<file path="src/design/iplp_pkg.sv">
package iplp_pkg;

  // Token kinds delivered by the lexer.
  localparam logic [2:0] TK_EOL   = 3'd0;
  localparam logic [2:0] TK_EOF   = 3'd1;
  localparam logic [2:0] TK_DOT   = 3'd2;
  localparam logic [2:0] TK_SLASH = 3'd3;
  localparam logic [2:0] TK_DASH  = 3'd4;
  localparam logic [2:0] TK_INT6  = 3'd5;
  localparam logic [2:0] TK_INT8  = 3'd6;
  localparam logic [2:0] TK_OTHER = 3'd7;

  // Result kinds on the output channel.
  localparam logic [1:0] RK_RANGE = 2'd0;
  localparam logic [1:0] RK_OK    = 2'd1;
  localparam logic [1:0] RK_ERR   = 2'd2;

  // Configuration register map.
  localparam int unsigned CFG_ADDR_W    = 3;
  localparam logic        REG_LIST_KIND = 1'b0;

  // Depth of the queue between front and back.
  localparam int unsigned QDEPTH = 4;
  localparam int unsigned QPTR_W = $clog2(QDEPTH);
  localparam int unsigned QCNT_W = $clog2(QDEPTH + 1);

  // Everything one token causes: an optional range and an optional feed status.
  typedef struct packed {
    logic        has_range;
    logic        has_status;
    logic [1:0]  status_kind;
    logic [31:0] first;
    logic [32:0] after;
    logic [7:0]  tag;
  } iplp_entry_t;

  typedef struct packed {
    logic        valid;
    iplp_entry_t entry;
  } iplp_push_t;

endpackage

</file>
<file path="src/design/iplp_tok_if.sv">
interface iplp_tok_if;
  logic       valid;
  logic       ready;
  logic [2:0] token_kind;
  logic [7:0] token_value;

  modport source (output valid, output token_kind, output token_value, input ready);
  modport sink (input valid, input token_kind, input token_value, output ready);
endinterface

</file>
<file path="src/design/iplp_res_if.sv">
interface iplp_res_if;
  logic        valid;
  logic        ready;
  logic [1:0]  result_kind;
  logic [31:0] range_first;
  logic [32:0] range_after;
  logic [7:0]  range_tag;
  logic        last_of_run;

  modport source (output valid, output result_kind, output range_first,
                  output range_after, output range_tag, output last_of_run,
                  input ready);
  modport sink (input valid, input result_kind, input range_first,
                input range_after, input range_tag, input last_of_run,
                output ready);
endinterface

</file>
<file path="src/design/ipv4_range_list_parser.sv">
// IPv4 range list parser: takes one lexer token per word on in_tok and emits
// half-open address ranges, plus one ok or error status at each end of feed,
// on out_res. A token is accepted every cycle while the four-word queue between
// the parser front and the output stage has room; results pass the queue and
// the output register. Each token yields zero, one or two results, and the port
// delivers one result per cycle while out_res.ready is high. A lone address
// closed by end of feed gives a range, then a status. The list_kind register
// (byte address 0) tags every range and should be written only while idle.
module ipv4_range_list_parser (
  input  logic                            clk,
  input  logic                            rst_n,
  iplp_tok_if.sink                        in_tok,
  iplp_res_if.source                      out_res,
  input  logic                            cfg_psel,
  input  logic                            cfg_penable,
  input  logic                            cfg_pwrite,
  input  logic [iplp_pkg::CFG_ADDR_W-1:0] cfg_paddr,
  input  logic [31:0]                     cfg_pwdata,
  output logic [31:0]                     cfg_prdata,
  output logic                            cfg_pready
);

  logic [7:0]           list_kind_r;
  logic                 cfg_wr;
  logic                 q_full;
  iplp_pkg::iplp_push_t push;

  // Register write and read-back.
  assign cfg_pready = 1'b1;
  assign cfg_wr     = cfg_psel && cfg_penable && cfg_pwrite && cfg_pready;
  assign cfg_prdata = (cfg_paddr[2] == iplp_pkg::REG_LIST_KIND) ? {24'd0, list_kind_r} : 32'd0;

  always_ff @(posedge clk) begin
    if (!rst_n) begin
      list_kind_r <= 8'd0;
    end else if (cfg_wr && cfg_paddr[2] == iplp_pkg::REG_LIST_KIND) begin
      list_kind_r <= cfg_pwdata[7:0];
    end
  end

  iplp_front u_front (
    .clk       (clk),
    .rst_n     (rst_n),
    .in_tok    (in_tok),
    .list_kind (list_kind_r),
    .q_full    (q_full),
    .push      (push)
  );

  iplp_back u_back (
    .clk     (clk),
    .rst_n   (rst_n),
    .push    (push),
    .q_full  (q_full),
    .out_res (out_res)
  );

endmodule

</file>
<file path="src/design/iplp_front.sv">
module iplp_front (
  input  logic                clk,
  input  logic                rst_n,
  iplp_tok_if.sink            in_tok,
  input  logic [7:0]          list_kind,
  input  logic                q_full,
  output iplp_pkg::iplp_push_t push
);

  // Parser phases.
  localparam logic [3:0] PH_START  = 4'd0;
  localparam logic [3:0] PH_S_DOT  = 4'd1;
  localparam logic [3:0] PH_S_OCT  = 4'd2;
  localparam logic [3:0] PH_AFTER  = 4'd3;
  localparam logic [3:0] PH_PREFIX = 4'd4;
  localparam logic [3:0] PH_E_OCT  = 4'd5;
  localparam logic [3:0] PH_E_DOT  = 4'd6;
  localparam logic [3:0] PH_POST   = 4'd7;
  localparam logic [3:0] PH_DRAIN  = 4'd8;

  logic [3:0]  phase_r, phase_nxt;
  logic [1:0]  idx_r, idx_nxt;
  logic [31:0] first_r, first_nxt;
  logic [31:0] second_r, second_nxt;

  logic        accept;
  logic [2:0]  kind;
  logic [7:0]  val;
  logic        is_octet;
  logic [31:0] first_shift;
  logic [31:0] second_shift;
  logic [31:0] pmask;
  logic [32:0] psize;
  logic [5:0]  pshift;
  logic [31:0] pfirst;

  logic        e_rng;
  logic        e_st;
  logic [1:0]  e_st_kind;
  logic [31:0] e_first;
  logic [32:0] e_after;
  logic        do_fail;
  logic        do_post;

  assign in_tok.ready = !q_full;
  assign accept       = in_tok.valid && in_tok.ready;
  assign kind         = in_tok.token_kind;
  assign val          = in_tok.token_value;
  assign is_octet     = (kind == iplp_pkg::TK_INT6) || (kind == iplp_pkg::TK_INT8);
  assign first_shift  = {first_r[23:0], val};
  assign second_shift = {second_r[23:0], val};

  // Netblock mask and size; only used when the prefix is at most 32.
  assign pshift = 6'd32 - val[5:0];
  assign psize  = 33'd1 << pshift;
  assign pmask  = ~(32'hFFFF_FFFF >> val[5:0]);
  assign pfirst = first_r & pmask;

  // Phase transitions and result formation for one token.
  always_comb begin
    phase_nxt  = phase_r;
    idx_nxt    = idx_r;
    first_nxt  = first_r;
    second_nxt = second_r;
    e_rng      = 1'b0;
    e_st       = 1'b0;
    e_st_kind  = iplp_pkg::RK_OK;
    e_first    = first_r;
    e_after    = '0;
    do_fail    = 1'b0;
    do_post    = 1'b0;

    unique case (phase_r)
      PH_START, PH_S_OCT: begin
        if (phase_r == PH_START && kind == iplp_pkg::TK_EOL) begin
          phase_nxt = phase_r;
        end else if (!is_octet) begin
          do_fail = 1'b1;
        end else begin
          first_nxt = first_shift;
          if (idx_r == 2'd3) begin
            phase_nxt = PH_AFTER;
          end else begin
            idx_nxt   = idx_r + 2'd1;
            phase_nxt = PH_S_DOT;
          end
        end
      end
      PH_S_DOT: begin
        if (kind == iplp_pkg::TK_DOT) phase_nxt = PH_S_OCT;
        else do_fail = 1'b1;
      end
      PH_AFTER: begin
        if (kind == iplp_pkg::TK_SLASH) begin
          phase_nxt = PH_PREFIX;
        end else if (kind == iplp_pkg::TK_DASH) begin
          idx_nxt   = 2'd0;
          phase_nxt = PH_E_OCT;
        end else begin
          // A lone address ends here; this token then closes the entry.
          e_rng   = 1'b1;
          e_after = {1'b0, first_r} + 33'd1;
          do_post = 1'b1;
        end
      end
      PH_PREFIX: begin
        if (kind == iplp_pkg::TK_INT6 && val <= 8'd32) begin
          e_rng     = 1'b1;
          e_first   = pfirst;
          e_after   = {1'b0, pfirst} + psize;
          phase_nxt = PH_POST;
        end else begin
          do_fail = 1'b1;
        end
      end
      PH_E_OCT: begin
        if (!is_octet) begin
          do_fail = 1'b1;
        end else begin
          second_nxt = second_shift;
          if (idx_r == 2'd3) begin
            e_rng     = 1'b1;
            e_after   = {1'b0, second_shift} + 33'd1;
            phase_nxt = PH_POST;
          end else begin
            idx_nxt   = idx_r + 2'd1;
            phase_nxt = PH_E_DOT;
          end
        end
      end
      PH_E_DOT: begin
        if (kind == iplp_pkg::TK_DOT) phase_nxt = PH_E_OCT;
        else do_fail = 1'b1;
      end
      PH_POST: begin
        do_post = 1'b1;
      end
      default: begin
        // Dropping tokens until the end of the feed, then report the error.
        if (kind == iplp_pkg::TK_EOF) begin
          e_st      = 1'b1;
          e_st_kind = iplp_pkg::RK_ERR;
          phase_nxt = PH_START;
          idx_nxt   = 2'd0;
        end
      end
    endcase

    // After a complete entry only end of line continues the feed.
    if (do_post) begin
      if (kind == iplp_pkg::TK_EOL) begin
        phase_nxt = PH_START;
        idx_nxt   = 2'd0;
      end else begin
        do_fail = 1'b1;
      end
    end

    // An unexpected end of feed still counts as success.
    if (do_fail) begin
      if (kind == iplp_pkg::TK_EOF) begin
        e_st      = 1'b1;
        e_st_kind = iplp_pkg::RK_OK;
        phase_nxt = PH_START;
        idx_nxt   = 2'd0;
      end else begin
        phase_nxt = PH_DRAIN;
      end
    end
  end

  // Word handed to the queue.
  always_comb begin
    push.valid             = accept && (e_rng || e_st);
    push.entry.has_range   = e_rng;
    push.entry.has_status  = e_st;
    push.entry.status_kind = e_st_kind;
    push.entry.first       = e_first;
    push.entry.after       = e_after;
    push.entry.tag         = list_kind;
  end

  // Parser state.
  always_ff @(posedge clk) begin
    if (!rst_n) begin
      phase_r  <= PH_START;
      idx_r    <= 2'd0;
      first_r  <= '0;
      second_r <= '0;
    end else if (accept) begin
      phase_r  <= phase_nxt;
      idx_r    <= idx_nxt;
      first_r  <= first_nxt;
      second_r <= second_nxt;
    end
  end

  // A word is only pushed for an accepted token, and never into a full queue.
  a_push_on_accept: assert property (@(posedge clk) disable iff (!rst_n)
    push.valid |-> (accept && !q_full))
    else $error("iplp_front: push without an accepted token");

  // Once dropping, anything but end of feed keeps the parser dropping.
  a_drain_holds: assert property (@(posedge clk) disable iff (!rst_n)
    (accept && phase_r == PH_DRAIN && kind != iplp_pkg::TK_EOF) |=> phase_r == PH_DRAIN)
    else $error("iplp_front: left the drop phase before end of feed");

  // No range comes out while tokens are being dropped.
  a_drain_no_range: assert property (@(posedge clk) disable iff (!rst_n)
    (phase_r == PH_DRAIN) |-> !e_rng)
    else $error("iplp_front: range emitted while dropping");

endmodule

</file>
<file path="src/design/iplp_back.sv">
module iplp_back (
  input  logic                 clk,
  input  logic                 rst_n,
  input  iplp_pkg::iplp_push_t push,
  output logic                 q_full,
  iplp_res_if.source           out_res
);

  iplp_pkg::iplp_entry_t mem_r [iplp_pkg::QDEPTH];

  logic [iplp_pkg::QPTR_W-1:0] wr_ptr_r;
  logic [iplp_pkg::QPTR_W-1:0] rd_ptr_r;
  logic [iplp_pkg::QCNT_W-1:0] count_r, count_nxt;

  logic        out_valid_r, out_valid_nxt;
  logic [1:0]  out_kind_r, out_kind_nxt;
  logic [31:0] out_first_r, out_first_nxt;
  logic [32:0] out_after_r, out_after_nxt;
  logic [7:0]  out_tag_r, out_tag_nxt;
  logic        out_last_r, out_last_nxt;
  logic        pend_r, pend_nxt;
  logic [1:0]  pend_kind_r, pend_kind_nxt;

  iplp_pkg::iplp_entry_t head;
  logic                  load;
  logic                  pop;
  logic                  q_empty;

  assign q_full  = (count_r == iplp_pkg::QCNT_W'(iplp_pkg::QDEPTH));
  assign q_empty = (count_r == '0);
  assign head    = mem_r[rd_ptr_r];
  assign load    = !out_valid_r || out_res.ready;
  assign pop     = load && !pend_r && !q_empty;

  // Output stage: a status that follows a range waits one word in pend_r.
  always_comb begin
    out_valid_nxt = out_valid_r;
    out_kind_nxt  = out_kind_r;
    out_first_nxt = out_first_r;
    out_after_nxt = out_after_r;
    out_tag_nxt   = out_tag_r;
    out_last_nxt  = out_last_r;
    pend_nxt      = pend_r;
    pend_kind_nxt = pend_kind_r;

    if (load) begin
      if (pend_r) begin
        out_valid_nxt = 1'b1;
        out_kind_nxt  = pend_kind_r;
        out_first_nxt = '0;
        out_after_nxt = '0;
        out_tag_nxt   = '0;
        out_last_nxt  = 1'b1;
        pend_nxt      = 1'b0;
      end else if (!q_empty) begin
        out_valid_nxt = 1'b1;
        if (head.has_range) begin
          out_kind_nxt  = iplp_pkg::RK_RANGE;
          out_first_nxt = head.first;
          out_after_nxt = head.after;
          out_tag_nxt   = head.tag;
          out_last_nxt  = !head.has_status;
          pend_nxt      = head.has_status;
          pend_kind_nxt = head.status_kind;
        end else begin
          out_kind_nxt  = head.status_kind;
          out_first_nxt = '0;
          out_after_nxt = '0;
          out_tag_nxt   = '0;
          out_last_nxt  = 1'b1;
        end
      end else begin
        out_valid_nxt = 1'b0;
      end
    end
  end

  // Occupancy follows pushes and pops.
  always_comb begin
    count_nxt = count_r;
    if (push.valid && !pop) count_nxt = count_r + 1'b1;
    else if (!push.valid && pop) count_nxt = count_r - 1'b1;
  end

  // Queue storage.
  always_ff @(posedge clk) begin
    if (push.valid) begin
      mem_r[wr_ptr_r] <= push.entry;
    end
  end

  // Queue pointers and output control.
  always_ff @(posedge clk) begin
    if (!rst_n) begin
      wr_ptr_r    <= '0;
      rd_ptr_r    <= '0;
      count_r     <= '0;
      out_valid_r <= 1'b0;
      pend_r      <= 1'b0;
    end else begin
      if (push.valid) wr_ptr_r <= wr_ptr_r + 1'b1;
      if (pop) rd_ptr_r <= rd_ptr_r + 1'b1;
      count_r     <= count_nxt;
      out_valid_r <= out_valid_nxt;
      pend_r      <= pend_nxt;
    end
  end

  // Output word registers.
  always_ff @(posedge clk) begin
    out_kind_r  <= out_kind_nxt;
    out_first_r <= out_first_nxt;
    out_after_r <= out_after_nxt;
    out_tag_r   <= out_tag_nxt;
    out_last_r  <= out_last_nxt;
    pend_kind_r <= pend_kind_nxt;
  end

  assign out_res.valid       = out_valid_r;
  assign out_res.result_kind = out_kind_r;
  assign out_res.range_first = out_first_r;
  assign out_res.range_after = out_after_r;
  assign out_res.range_tag   = out_tag_r;
  assign out_res.last_of_run = out_last_r;

  // The queue never holds more than its depth.
  a_count_bound: assert property (@(posedge clk) disable iff (!rst_n)
    count_r <= iplp_pkg::QCNT_W'(iplp_pkg::QDEPTH))
    else $error("iplp_back: queue overflow");

  // A waiting status always sits behind a range word still on the port.
  a_pend_behind_range: assert property (@(posedge clk) disable iff (!rst_n)
    pend_r |-> (out_valid_r && !out_last_r && out_kind_r == iplp_pkg::RK_RANGE))
    else $error("iplp_back: pending status without its range");

  // Nothing is pushed into a full queue.
  a_no_push_full: assert property (@(posedge clk) disable iff (!rst_n)
    q_full |-> !push.valid)
    else $error("iplp_back: push into full queue");

endmodule
</file>
<file path="src/flat_wrapper.sv">
// flat-port wrapper written by rule: the top's interface ports become plain ports
module ipv4_range_list_parser_flat 
  (clk, rst_n, cfg_psel, cfg_penable, cfg_pwrite, cfg_paddr, cfg_pwdata, cfg_prdata, cfg_pready, in_tok_valid, in_tok_token_kind, in_tok_token_value, in_tok_ready, out_res_valid, out_res_result_kind, out_res_range_first, out_res_range_after, out_res_range_tag, out_res_last_of_run, out_res_ready);
  iplp_tok_if in_tok_i ();
  iplp_res_if out_res_i ();
  input  logic clk;
  input  logic rst_n;
  input  logic cfg_psel;
  input  logic cfg_penable;
  input  logic cfg_pwrite;
  input  logic [iplp_pkg::CFG_ADDR_W-1:0] cfg_paddr;
  input  logic [31:0] cfg_pwdata;
  output logic [31:0] cfg_prdata;
  output logic cfg_pready;
  input wire logic [$bits(in_tok_i.valid)-1:0] in_tok_valid;
  input wire logic [$bits(in_tok_i.token_kind)-1:0] in_tok_token_kind;
  input wire logic [$bits(in_tok_i.token_value)-1:0] in_tok_token_value;
  output wire logic [$bits(in_tok_i.ready)-1:0] in_tok_ready;
  output wire logic [$bits(out_res_i.valid)-1:0] out_res_valid;
  output wire logic [$bits(out_res_i.result_kind)-1:0] out_res_result_kind;
  output wire logic [$bits(out_res_i.range_first)-1:0] out_res_range_first;
  output wire logic [$bits(out_res_i.range_after)-1:0] out_res_range_after;
  output wire logic [$bits(out_res_i.range_tag)-1:0] out_res_range_tag;
  output wire logic [$bits(out_res_i.last_of_run)-1:0] out_res_last_of_run;
  input wire logic [$bits(out_res_i.ready)-1:0] out_res_ready;
  assign in_tok_i.valid = in_tok_valid;
  assign in_tok_i.token_kind = in_tok_token_kind;
  assign in_tok_i.token_value = in_tok_token_value;
  assign in_tok_ready = in_tok_i.ready;
  assign out_res_valid = out_res_i.valid;
  assign out_res_result_kind = out_res_i.result_kind;
  assign out_res_range_first = out_res_i.range_first;
  assign out_res_range_after = out_res_i.range_after;
  assign out_res_range_tag = out_res_i.range_tag;
  assign out_res_last_of_run = out_res_i.last_of_run;
  assign out_res_i.ready = out_res_ready;
  ipv4_range_list_parser u_core (.clk(clk), .rst_n(rst_n), .in_tok(in_tok_i), .out_res(out_res_i), .cfg_psel(cfg_psel), .cfg_penable(cfg_penable), .cfg_pwrite(cfg_pwrite), .cfg_paddr(cfg_paddr), .cfg_pwdata(cfg_pwdata), .cfg_prdata(cfg_prdata), .cfg_pready(cfg_pready));
endmodule
</file>
<file path="config.mk">
export PLATFORM = sky130hd
export DESIGN_NAME = ipv4_range_list_parser_flat
export DESIGN_NICKNAME = d
export VERILOG_FILES = /design/src/design/iplp_pkg.sv /design/src/design/iplp_tok_if.sv /design/src/design/iplp_res_if.sv /design/src/design/ipv4_range_list_parser.sv /design/src/design/iplp_front.sv /design/src/design/iplp_back.sv /design/src/flat_wrapper.sv
export SDC_FILE = /design/constraint.sdc
export NUM_CORES = 1
export LEC_CHECK = 0
export ABC_CLOCK_PERIOD_IN_PS = 11280
export BUFFER_PORTS_ARGS = -buffer_cell sky130_fd_sc_hd__buf_2
export CORE_ASPECT_RATIO = 0.9
export CORE_MARGIN = 5
export CORE_UTILIZATION = 60
export CTS_CLUSTER_SIZE = 8
export DETAILED_ROUTE_END_ITERATION = 10
export HOLD_SLACK_MARGIN = 0.15
export PLACE_DENSITY = 0.79
export SYNTH_ARGS = -nofsm -noshare
export SYNTH_HDL_FRONTEND = slang
export SYNTH_SLANG_ARGS = --single-unit
</file>
<file path="constraint.sdc">
create_clock -name clk -period 11.28 [get_ports clk]
set_input_delay 2.256 -clock clk [delete_from_list [all_inputs] [get_ports clk]]
set_output_delay 2.256 -clock clk [all_outputs]
set_load 0.03 [all_outputs]
</file>
* Word level (Yosys, flattened, before mapping)
Memories as Yosys holds them, arrays and structs flattened. A register that Yosys moved wholly into a read port is not among the register bits.
Cells that the tools add are included.
** Word-level totals
- Memory bits (writable) :: 308
- Word-level logic and storage cells :: 164
- Register bits :: 157
- Memories :: 1
** Cells by class
- Multiplexer cells :: 80
- Shift operators :: 2
- $lt $le $gt $ge :: 1
- Reduce and logical (&&, ||, !) cells :: 33
- $add $sub $neg :: 9
- Bitwise gates (word level) :: 6
- Equality and inequality tests :: 16
** Memories
- u_core.u_back.mem_r :: words 4, bits a word 77, read ports 1, clocked after memory_dff 1, write ports 1, line iplp_back.sv:9 : iplp_pkg::iplp_entry_t mem_r [iplp_pkg::QDEPTH];
** Operator list (number)
- 2-to-1 mux 33 bit :: 7
- 2-to-1 mux 32 bit :: 4
- one-hot mux 33 bit (3 select lines) :: 1
- adder 32 x 1 -> 33 bit, second input constant :: 2
- 2-to-1 mux 4 bit :: 13
- 2-to-1 mux 2 bit :: 20
- adder 32 x 33 -> 33 bit :: 1
- << shifter 1 x 6 -> 33 bit, first input constant :: 1
- bitwise AND 32 bit :: 1
- inverter 32 bit :: 1
- right shift 32 x 6 -> 32 bit, first input constant :: 1
- one-hot mux 4 bit (7 select lines) :: 1
- 2-to-1 mux 1 bit :: 25
- 2-to-1 mux 8 bit :: 3
- == test 4 x 3 -> 1 bit, second input constant :: 4
- == test 3 bit, second input constant :: 4
- logical AND 1 bit :: 11
- == test 4 x 2 -> 1 bit, second input constant :: 2
- <= comparator 8 x 6 -> 1 bit, second input constant :: 1
- one-hot mux 2 bit (4 select lines) :: 1
- AND reduction 4 bit :: 2
- OR reduction 8 bit :: 1
- logical NOT 1 bit :: 7
- adder 2 x 1 -> 2 bit, second input constant :: 3
- 21 further kinds :: 30

* Depth between registers and ports, before layout
Gate-level depths: netlist of run 1.
- Word-level depth :: 14
- Mapped depth :: 20
- Mapped depth without buffers :: 19

* Hierarchy
A second synthesis of run 1 with hierarchy kept.
** Second synthesis, totals
- Cell total of the unflattened synthesis :: 1748
- Area, all modules :: 22402.7 um^2
** Modules (own cells, without submodules)
- iplp_back :: area each 14564.0 um^2, times used 1, seq. area each 11811.3 um^2, cells an instance 626
- iplp_front :: area each 7241.9 um^2, times used 1, seq. area each 1241.2 um^2, cells an instance 1051
- ipv4_range_list_parser :: area each 596.8 um^2, times used 1, seq. area each 160.2 um^2, cells an instance 71

* Least setup slack after synthesis of run 1
Ideal clock, no wire load.
- Path type :: input port to flip-flop
- Start point :: in in_tok_token_value[1]
- End point :: mem u_core.u_back.mem_r[0][0] (netlist bit) (enable)
- Setup time :: 0.444 ns
- Path buffers :: 2
- Cell stages on the path :: 10
- Slack :: 5.068 ns
- Arrival :: 5.768 ns
- Path through :: buf_2 -> inv_1 -> ha_1 -> nor4b_2 -> o211ai_1 -> or4_4 -> nand3_1 -> o21a_1 -> buf_2 -> and2_1
** RTL lines
- start, declared :: line flat_wrapper.sv:17 : input wire logic [$bits(in_tok_i.token_value)-1:0] in_tok_token_value;
- end, declared :: line iplp_back.sv:9

==> results of run 1 <==
## Yosys cell counts (8+ instances only)
| cell type | instances |
|---|---|
| a21boi_0 | 22 |
| a21o_1 | 31 |
| a21oi_1 | 70 |
| a22oi_1 | 21 |
| a31oi_1 | 14 |
| and2_1 | 14 |
| and3_1 | 23 |
| and4_1 | 8 |
| buf_2 | 26 |
| buf_4 | 26 |
| clkbuf_1 | 66 |
| dfxtp_1 | 81 |
| edfxtp_1 | 386 |
| ha_1 | 47 |
| inv_1 | 34 |
| mux2i_1 | 50 |
| mux4_2 | 77 |
| nand2_1 | 113 |
| nand2b_1 | 15 |
| nand3_1 | 34 |
| nand4_1 | 23 |
| nor2_1 | 157 |
| nor2b_1 | 96 |
| nor3_1 | 20 |
| o21ai_0 | 52 |
| o221ai_1 | 10 |
| o31ai_1 | 8 |
| or3_1 | 13 |
| xnor2_1 | 52 |
| xor2_1 | 35 |
## per-layer routing
metal | up-vias | share of wire | global-route usage
li1 | 6545 | - | -
met4 | 0 | 0.028 | 0.0916
met3 | 120 | 0.079 | 0.0548
met1 | 7305 | 0.41 | 0.383
met2 | 645 | 0.48 | 0.437
met5 | - | 0 | 0
## worst paths after layout
path | from | endpoint | slack (ns)
hold reg to reg | u_core.list_kind_r[6]$_SDFFE_PN0P_ | u_core.list_kind_r[6]$_SDFFE_PN0P_ | 0.51
hold / removal | u_core.list_kind_r[6]$_SDFFE_PN0P_ | u_core.list_kind_r[6]$_SDFFE_PN0P_ | 0.51
setup / recovery | in_tok_token_value[1] | u_core.u_back.mem_r[3][36]$_DFFE_PP_ | 4.44
setup reg to reg | u_core.u_front.phase_r[2]$_SDFFE_PN0P_ | u_core.u_back.mem_r[1][48]$_DFFE_PP_ | 6.96
## per-stage QoR
stage,instances,hold slack (ns),worst slack (ns),area [um^2]
2_1_floorplan,1740,0.471,5.07,22300
3_3_place_gp,2214,0.491,4.07,23000
3_5_place_dp,2214,0.500,4.02,23000
4_1_cts,2335,0.502,4.60,25000
5_1_grt,2336,0.531,4.20,25000
6_report,2336,0.508,4.44,25000
## tightest hold or removal path: stages, from the launching register on
cell	delay, ns
dfxtp_1	0.34
nand2_1	0.07
a21oi_1	0.05
## area by class of cell
class	instances	share of cell area
Sequential cell	467	0.529
Multi-Input combinational cell	1112	0.335
Clock buffer	116	0.0783
Timing Repair Buffer	124	0.0261
Tap cell	476	0.0239
Inverter	35	0.00526
Clock inverter	5	0.00205
Antenna cell	1	0.000100
## report_power, final
group | internal, mW | switching, mW
sequential | 2.11 | 0.101
combinational | 0.345 | 0.713
clock | 1.17 | 0.719
total | 3.63 | 1.53
## flip-flops by register name (all words and copies together), names as in the netlist, named ones only
name,cells
u_core.u_back.pend_r,1
u_core.u_back.out_res.valid,1
u_core.list_kind_r,8
u_core.u_front.first_r,32
u_core.u_back.out_res.range_tag,8
u_core.u_back.out_res.last_of_run,1
u_core.u_back.mem_r,308
u_core.u_back.out_res.result_kind,2
u_core.u_back.out_res.range_first,32
u_core.u_back.rd_ptr_r,2
u_core.u_front.idx_r,2
u_core.u_front.second_r,24
u_core.u_back.out_res.range_after,33
u_core.u_back.pend_kind_r,2
u_core.u_back.count_r,3
u_core.u_back.wr_ptr_r,2
u_core.u_front.phase_r,4
## placed cells by master (no fill, tap or decap), types with 14 or more instances in the layout
master,count
nand2_1,113
nor2b_1,96
edfxtp_1,386
nand2b_1,14
a21boi_0,22
mux2i_1,50
conb_1,25
clkbuf_16,71
nor2_1,156
dfxtp_1,79
xor2_1,35
and3_1,23
a31oi_1,14
a21oi_1,70
a22oi_1,21
clkbuf_1,44
ha_1,47
xnor2_1,52
buf_2,112
nor3_1,19
nand3_1,33
a21o_1,31
nand4_1,23
o21ai_0,52
inv_1,34
mux4_2,77
## kinds of logic after synthesis
logic type / Yosys count
flip-flops: 467
adder cells (fa/ha/maj): 49
AO/OA/AOI/OAI: 279
XOR/XNOR: 87
AND/OR/NAND/NOR: 545
multiplexers: 127
buffers and inverters: 161
other: 2
==> impl_metrics.csv, run 1 <==
group,metric,value,unit
cts,cts_buffers,68,
cts,htreeDepth,3,
cts,clk_latency,0.58,ns
timing,hold_violations,0,
timing,clock_skew,0.0233,ns
yosys,yosys_warnings,0,
yosys,syn_area,0.0222,mm^2
worst_setup_path,crit_family,"simple AND/OR/NAND/NOR gates",
worst_setup_path,worstSetupPathDepth,19,
final_layout,drive_gt1_frac,0.164,
yosys,yosysTopAreaCell,"edfxtp_1",
routing,wl,55600,um
routing,drtIter0Drc,1580,
cts,cts_num_sinks,467,
yosys,synth.avg_cell_area,12.9,um^2
yosys,synthCells,1717,
cts,holdBufCountCts,0,
hold_path,hp-class,"register to register",
place,dp_hpwl,35500,um
yosys,async_reset_ff_frac,0,
floorplanning,io_pins,164,
worst_setup_path,slowest_delay,0.52,ns
floorplanning,start_util,0.611,
global_route,antenna_found_initial,1,
worst_setup_path,worst_setup_path_start_kind,"input port",
timing,rsz0062_at_grt,"no",
global_route,grt_pass1_vias,14600,
yosys,yosys.area_share.simple,0.124,
timing,fin_crit_sh,0.606,
power,cellLeakagePower,9.18,nW
final_layout,nFillCells,2521,
routing,viasPerCell,6.26,
cts,clockBufferDepth,3,
yosys,yosys.area_share.adder,0.0283,
worst_setup_path,cp.required,11.58,ns
yosys,seq_area_frac_synth,0.595,
yosys,ys_types,75,
floorplanning,die_area,0.0410,mm^2
routing,wl_per_cell,23.8,um
hold_path,holdPathStages,2,
place,routabilityCongestion,0.931,
yosys,synth_compound_area_frac,0.0831,
run,maxCapViolations,0,
timing,drv_slew,0,
cts,clock-root-buffer,"clkbuf_16",
routing,remaining_drc_errors,0,
routing,firstDrtPassIters,7,
worst_setup_path,worstPathArrival,7.13,ns
global_route,grt_start_max_net_pins,68,
yosys,yosysTopAreaCellShare,0.522,
worst_setup_path,rr_worst_depth,7,
worst_setup_path,crit_slowest_cell,"nor3_1",
timing,min_period,6.84,ns
place,portBuffers,112,
worst_setup_path,cp_max_fo,13,
final_layout,num-nets-final,1910,
global_route,grt_overflow,0,
global_route,grt_pass1_wl,85100,um
run_status,status,"finished clean",
worst_setup_path,cp_num_buf_inv,3,
floorplanning,std_cell_rows,66,
timing,setup_violations,0,
worst_setup_path,path_cells,"buf_2 -> inv_1 -> ha_1 -> nor4b_2 -> nand2b_1 -> nor2b_1 -> nand2_1 -> nor2_1 -> ha_1 -> inv_1 -> fa_1 -> nand2b_1 -> a21oi_1 -> o21ai_0 -> o21ai_1 -> a2111oi_4 -> nor3_1 -> nor4_1 -> o31ai_1",
routing,ant_nets,0,
final_layout,seq_area,0.0132,mm^2
timing,fmax,0.146,GHz
power,vdd_ir_drop_max,0.222,mV
cts,cts_tree,"done",
yosys,synth.area.top_cells,"edfxtp_1 (52%), mux4_2 (7.8%), dfxtp_1 (7.3%)",
timing,worst_slew_pin_slew,1.08,ns
floorplanning,dieHeight,192,um
yosys,ys_ff_latch,467,
floorplanning,core_area,0.0363,mm^2
final_layout,syn_to_final_growth,12.5,%
global_route,track_usage,0.274,
timing,tns,0,ns
routing,route.vias.total,14600,
timing,slew_headroom,0.279,
floorplanning,die_w,213,um
worst_setup_path,endpoint_kind,"register",
final_layout,fin_util,0.687,
yosys,synthMuxAreaShare,0.101,
cts,cts.clk_slew.worst_paths,0.05,ns
yosys,synth-edff-count,386,
cts,cts_repair_resize_count,0,
power,total_power,5.16,mW
yosys,synth_flop_cell,"edfxtp_1",
cts,post_cts_buffers,0,
power,powerDensity,207,mW/mm^2
yosys,synth_top_family_by_area,"simple AND/OR/NAND/NOR gates",
worst_setup_path,crit_type,"input port to register",
final_layout,multi_input_area,0.00836,mm^2
yosys,yosys.area_share.xor_xnor,0.0343,
Power figures use the tool's default switching activity.
==> run 2, diff against run 1 <==
Settings changed: ABC_AREA from default to 1, ABC_CLOCK_PERIOD_IN_PS 11280 to 6500.
Clock period 11.28 ns to 6.5 ns, I/O delays scaled along.
==> run 2 against run 1 <==
Effect of this change:
- utilization down 0.38 points
- sequential power up 78%
- critical endpoint is now u_core.u_back.mem_r[0][28]$_DFFE_PP_
- clock skew up 0.012 ns
- critical path depth down 1
- register-to-register slack worse by 4.2 ns
- worst hold slack worse by 0.035 ns
- non-clock buffer count up 11
- via count up 33%
- first-iteration DRC count up 32%
==> impl_metrics.csv, run 2 <==
group,metric,value,unit
power,p_sw_frac,0.344,
yosys,synth.area.top_cells,"edfxtp_1 (50%), nor2_1 (8.1%), dfxtp_1 (7.0%)",
timing,clock_skew,0.0352,ns
global_route,antenna_found_initial,1,
cts,cts_tree,"done",
yosys,ys_types,46,
final_layout,drive_gt1_frac,0.0952,
place,dpl_cell_area,0.0242,mm^2
timing,hold_violations,0,
power,cellLeakagePower,10.5,nW
final_layout,antennaDiodeCount,0,
final_layout,top_register,"u_core.u_back.mem_r",
yosys,async_reset_ff_frac,0,
timing,tns,0,ns
floorplanning,core_area,0.0384,mm^2
yosys,synth_flop_cell,"edfxtp_1",
cts,cts_repair_resize_count,0,
routing,firstDrtPassIters,6,
final_layout,final_area,0.0262,mm^2
run,maxCapViolations,0,
global_route,grt_pass1_vias,18300,
timing,min_period,5.05,ns
cts,holdBufCountCts,0,
worst_setup_path,crit_type,"input port to register",
cts,cts_buffers,68,
yosys,seq_area_frac_synth,0.568,
routing,wl,70100,um
yosys,yosysMostFrequentCell,"nor2_1",
routing,ant_nets,0,
routing,drtIter0Drc,2083,
power,pwr-share-seq,0.406,
power,total_power,9.66,mW
yosys,yosys_warnings,0,
final_layout,largest_reg_flops,308,
global_route,grt_start_max_net_pins,125,
final_layout,final_cell_mix,"nor2_1 (496), nand2_1 (389), edfxtp_1 (386)",
cts,post_cts_buffers,0,
yosys,synth-edff-count,386,
power,clockPowerShare,0.341,
worst_setup_path,worst_setup_path_start_kind,"input port",
floorplanning,die_w,218,um
power,vdd_ir_drop_max,0.539,mV
power,p_int,6.34,mW
place,dp_hpwl,48600,um
yosys,syn_area,0.0233,mm^2
final_layout,layout_commonest_cell,"nor2_1",
power,powerDensity,369,mW/mm^2
worst_setup_path,cp.required,6.81,ns
global_route,grt_overflow,0,
routing,remaining_drc_errors,0,
cts,clock-root-buffer,"clkbuf_16",
timing,hold_ws,0.472,ns
global_route,grt_pass1_wl,106000,um
run_status,status,"finished clean",
place,routabilityCongestion,1.03,
final_layout,syn_to_final_growth,12.7,%
cts,htreeDepth,3,
place,place_inst,3180,
cts,cts.clk_slew.worst_paths,0.05,ns
power,power_switching,3.32,mW
cts,clockBufferDepth,3,
yosys,yosysTopAreaCell,"edfxtp_1",
floorplanning,start_util,0.606,
worst_setup_path,endpoint_kind,"register",
place,place_ws,1.08,ns
yosys,yosysTopAreaCellShare,0.498,
floorplanning,die_area,0.0428,mm^2
timing,fin_ws,1.45,ns
power,comb_power_share,0.252,
floorplanning,dieHeight,197,um
worst_setup_path,worstPathArrival,5.36,ns
yosys,synth_common_cells,"nor2_1 (500), nand2_1 (389), edfxtp_1 (386)",
timing,worst_slew_pin_slew,1.14,ns
final_layout,fin_util,0.683,
routing,wl_per_cell,21.3,um
timing,drv_slew,0,
yosys,ys_ff_latch,467,
hold_path,hp-class,"register to register",
floorplanning,std_cell_rows,68,
floorplanning,io_pins,164,
timing,fmax,0.198,GHz
yosys,synth.avg_cell_area,8.88,um^2
final_layout,final_cells,3298,
timing,setup_violations,0,
yosys,synthCells,2621,
routing,route.vias.total,19500,
routing,viasPerCell,5.91,
timing,rsz0062_at_grt,"no",
timing,slew_headroom,0.240,
cts,cts_num_sinks,467,
timing,fin_crit_sh,0.776,
final_layout,num-nets-final,2827,
worst_setup_path,cp_max_fo,9,
global_route,track_usage,0.323,
cts,clk_latency,0.60,ns
place,portBuffers,112,
## run 2: changes by cell type after synthesis, moves of 29 or more
| cell | previous run | this run |
|---|---|---|
| nand2_1 | 113 | 389 |
| inv_1 | 34 | 248 |
| nor2b_1 | 96 | 0 |
| nand3_1 | 34 | 148 |
| a21oi_1 | 70 | 228 |
| o21ai_0 | 52 | 288 |
| mux4_2 | 77 | 0 |
| a21o_1 | 31 | 2 |
| mux2i_1 | 50 | 0 |
| xnor2_1 | 52 | 3 |
| nor2_1 | 157 | 500 |
## run 2: path summary, 6_finish.rpt
path	from	end	slack, ns	depth (start not counted)
setup / recovery	in_tok_token_value[1]	u_core.u_back.mem_r[0][28]$_DFFE_PP_	1.45	18
hold / removal	u_core.u_back.rd_ptr_r[1]$_SDFFE_PN0P_	register	0.47	2
setup reg to reg	register	u_core.u_back.out_res.range_after[9]$_SDFFCE_PP0P_	2.79	7
hold reg to reg	u_core.u_back.rd_ptr_r[1]$_SDFFE_PN0P_	register	0.47	2
## run 2: layout make-up
cell class                      count  area, um^2
Fill cell                        2910       12200
Inverter                          262         986
Multi-Input combinational cell   1791        8560
Timing Repair Buffer              135         783
Clock buffer                      112        1920
Clock inverter                      6        98.8
Tap cell                          525         657
Sequential cell                   467       13200
## run 2: power by group through the flow
stage / sequential, mW / clock (mW) / combinational [mW]
finish: 3.93 / 3.30 / 2.44
global route: 3.95 / 3.48 / 2.64
CTS: 3.93 / 3.32 / 2.43
detailed placement: 3.98 / 0 / 2.41
global placement: 3.97 / 0 / 2.35
floorplan: 4.44 / 0 / 1.22
## run 2: logic make-up (layout without fill, tap and decap cells)
kind of cell | Yosys count | in the layout | synth area share
fa+ha+maj | 49 | 49 | 0.0270
compound gates | 571 | 571 | 0.128
flops | 467 | 467 | 0.568
other cells | 2 | 25 | 0.000323
simple gates | 1136 | 1136 | 0.203
xor+xnor | 10 | 10 | 0.00376
buf+inv | 386 | 515 | 0.0695
## run 2: metal layers
metal | up-vias | GRT usage | part of all wire
met1 | 9258 | 0.455 | 0.42
met2 | 1010 | 0.504 | 0.45
met3 | 142 | 0.0667 | 0.096
met4 | 0 | 0.116 | 0.038
met5 | - | 0 | 0
li1 | 9086 | - | -
## run 2: critical path, cell delays in order
cell	delay [ns]
buf_2	0.21
inv_1	0.23
ha_1	0.30
ha_1	0.41
inv_1	0.23
nand3_1	0.17
nor2_1	0.15
ha_1	0.23
inv_1	0.08
fa_1	0.42
o21ai_0	0.58
nand3_1	0.14
nand2_1	0.26
nand3_1	0.14
nand2_1	0.08
nand2_1	0.05
nand3_1	0.19
nand2_1	0.17
==> run 3, diff against run 2 <==
Settings changed: ABC_CLOCK_PERIOD_IN_PS 6500 to 4100, CORE_UTILIZATION 60 to 55, PLACE_DENSITY 0.79 to 0.77.
Clock period 6.5 ns to 4.1 ns, I/O delays scaled along.
==> run 3 against run 2 <==
Effect of this change:
- clock skew increased by 0.0033 ns
- combinational power increased by 72%
- sequential share of layout area decreased by 2.8 points
- sequential cell count unchanged
- critical path depth increased by 4
- cell count increased by 6.1%
- routed wire length increased by 6.5%
- first-iteration DRC count increased by 7.7%
- register-to-register slack got worse by 1.8 ns
- final area increased by 5.9%
- count of clock-buffer cells in the layout decreased by 2
- global-route usage decreased by 0.48 points
- largest cell class unchanged
- highest routed layer unchanged
==> impl_metrics.csv, run 3 (synthesis gave the netlist of run 2 again) <==
group,metric,value,unit
final_layout,num-nets-final,3004,
global_route,grt_overflow,0,
power,pwr-share-seq,0.398,
worst_setup_path,r2r-end,"u_core.u_back.mem_r[2][22]$_DFFE_PP_",
floorplanning,die_area,0.0465,mm^2
worst_setup_path,path_cells,"buf_2 -> nor2_2 -> inv_1 -> nor2_1 -> nand3_1 -> xor2_1 -> nor2_1 -> inv_2 -> buf_4 -> nor2_1 -> ha_1 -> buf_4 -> nand2_1 -> nand2_1 -> nand2_1 -> nand2_1 -> nand2_1 -> nand3_1 -> inv_1 -> nand2_1 -> o21ai_0 -> nand3_1",
power,p_int,10.2,mW
final_layout,final_area,0.0278,mm^2
final_layout,syn_to_final_growth,19.3,%
cts,clock-root-buffer,"clkbuf_16",
worst_setup_path,worstSetupPathDepth,22,
timing,clock_skew,0.0385,ns
cts,holdBufCountCts,0,
timing,drv_slew,0,
power,clockPowerShare,0.334,
timing,rsz0062_at_grt,"no",
worst_setup_path,cp.required,4.39,ns
cts,post_cts_buffers,0,
run,maxCapViolations,0,
worst_setup_path,crit_family,"simple AND/OR/NAND/NOR gates",
final_layout,drive_gt1_frac,0.149,
cts,htreeDepth,3,
worst_setup_path,cp_max_fo,10,
place,portBuffers,112,
floorplanning,core_area,0.0418,mm^2
worst_setup_path,crit_slowest_cell,"o21ai_0",
global_route,grt_pass1_wl,112000,um
timing,fin_ws,0.362,ns
floorplanning,io_pins,164,
power,vdd_ir_drop_max,0.799,mV
cts,cts_tree,"done",
worst_setup_path,rr_worst_depth,13,
worst_setup_path,critical_path.startpoint,"in_tok_token_value[1]",
worst_setup_path,crit-reg2reg-launch,"u_core.u_front.first_r[4]$_SDFFE_PN0P_",
routing,wl_met2,33700,um
global_route,grt_pass1_vias,19100,
final_layout,layout_commonest_cell,"nor2_1",
place,dpl_cell_area,0.0257,mm^2
worst_setup_path,worst-r2r-setup-slack,1.04,ns
worst_setup_path,crit_type,"input port to register",
routing,wl_per_cell,21.4,um
final_layout,final_cell_mix,"nor2_1 (496), nand2_1 (389), edfxtp_1 (386)",
place,place_ws,-0.0954,ns
routing,route.vias.total,20200,
routing,viasPerCell,5.77,
power,power_switching,5.45,mW
timing,slew_headroom,0.317,
routing,remaining_drc_errors,0,
floorplanning,std_cell_rows,71,
timing,hold_violations,0,
worst_setup_path,worst_setup_path_start_kind,"input port",
cts,cts_num_sinks,467,
timing,fmax,0.268,GHz
routing,dr_wl_met3,6300,um
global_route,grt_start_max_net_pins,147,
routing,wl,74700,um
cts,cts.clk_slew.worst_paths,0.05,ns
worst_setup_path,cp_num_buf_inv,6,
worst_setup_path,worstPathArrival,4.03,ns
place,dp_hpwl,52800,um
floorplanning,die_w,227,um
hold_path,hp-class,"register to register",
worst_setup_path,slowest_delay,0.32,ns
timing,fin_crit_sh,0.912,
cts,clockBufferDepth,3,
worst_setup_path,cp_common_cell,"nand2_1",
routing,ant_nets,0,
routing,drtIter0Drc,2243,
final_layout,top_register,"u_core.u_back.mem_r",
power,p_sw_frac,0.349,
final_layout,largest_reg_flops,308,
routing,drt-met1-wl,32500,um
timing,worst_slew_pin_slew,1.03,ns
cts,cts_repair_resize_count,0,
timing,min_period,3.74,ns
routing,firstDrtPassIters,8,
cts,clk_latency,0.63,ns
worst_setup_path,endpoint_kind,"register",
routing,highest_layer,"met4",
place,routabilityCongestion,1.05,
floorplanning,start_util,0.556,
floorplanning,dieHeight,205,um
run_status,status,"finished clean",
worst_setup_path,critical_path.endpoint,"u_core.u_back.mem_r[0][24]$_DFFE_PP_",
cts,cts_buffers,68,
power,cellLeakagePower,11.4,nW
power,powerDensity,563,mW/mm^2
global_route,antenna_found_initial,1,
power,comb_power_share,0.268,
timing,setup_violations,0,
global_route,track_usage,0.318,
==> run 3: worst min-delay path: stages (launching register included) <==
cell     delay (ns)
dfxtp_1        0.31
inv_1          0.06
a21oi_1        0.05
==> run 3: layer usage <==
layer,track usage,vias up
li1,-,9443
met1,0.464,9560
met2,0.490,1029
met3,0.0565,141
met4,0.0990,0
met5,0,-
==> run 3: per-stage QoR <==
| stage | cells | power, mW | TNS, ns | utilization | hold WS, ns |
|---|---|---|---|---|---|
| after floorplan | 2644 | 8.97 | -80.81 | - | 0.436 |
| after global placement | 3379 | 10.3 | -0.566 | 0.615 | 0.441 |
| after detailed placement | 3379 | 10.5 | -1.65 | 0.615 | 0.465 |
| after CTS | 3497 | 15.7 | 0 | 0.664 | 0.460 |
| after global routing | 3498 | 16.3 | 0 | 0.664 | 0.501 |
| final | 3498 | 15.6 | 0 | 0.664 | 0.477 |
==> run 3: layout make-up <==
class	count	area, um^2
fill	3339	14100
inverter	262	986
clock inverter	8	159
sequential	467	13200
tap	547	684
antenna	1	2.50
multi-input combinational	1791	8560
timing repair buffer	312	2290
clock buffer	110	1870
==> run 3: how the worst min path moves through the flow <==
| stage | from | cells past startpoint | end | slack, ns |
|---|---|---|---|---|
| after detailed placement | u_core.u_back.rd_ptr_r[1]$_SDFFE_PN0P_ | 2 | register | 0.47 |
| after CTS | cfg_pwdata[5] | 3 | u_core.list_kind_r[5]$_SDFFE_PN0P_ | 0.46 |
| final | u_core.u_back.count_r[2]$_SDFFE_PN0P_ | 2 | u_core.u_back.count_r[2]$_SDFFE_PN0P_ | 0.48 |
| after global routing | u_core.u_back.rd_ptr_r[0]$_SDFFE_PN0P_ | 1 | u_core.u_back.rd_ptr_r[0]$_SDFFE_PN0P_ | 0.50 |
| after floorplan | u_core.u_back.rd_ptr_r[1]$_SDFFE_PN0P_ | 2 | register | 0.44 |
| after global placement | u_core.u_back.rd_ptr_r[1]$_SDFFE_PN0P_ | 2 | register | 0.44 |
==> run 3: power groups by stage <==
| stage | Sequential (mW) | Clock [mW] | Combinational [mW] |
|---|---|---|---|
| detailed placement | 6.29 | 0 | 4.16 |
| CTS | 6.22 | 5.28 | 4.20 |
| global route | 6.26 | 5.54 | 4.53 |
| finish | 6.22 | 5.22 | 4.19 |
| floorplan | 7.04 | 0 | 1.93 |
| global placement | 6.27 | 0 | 4.02 |
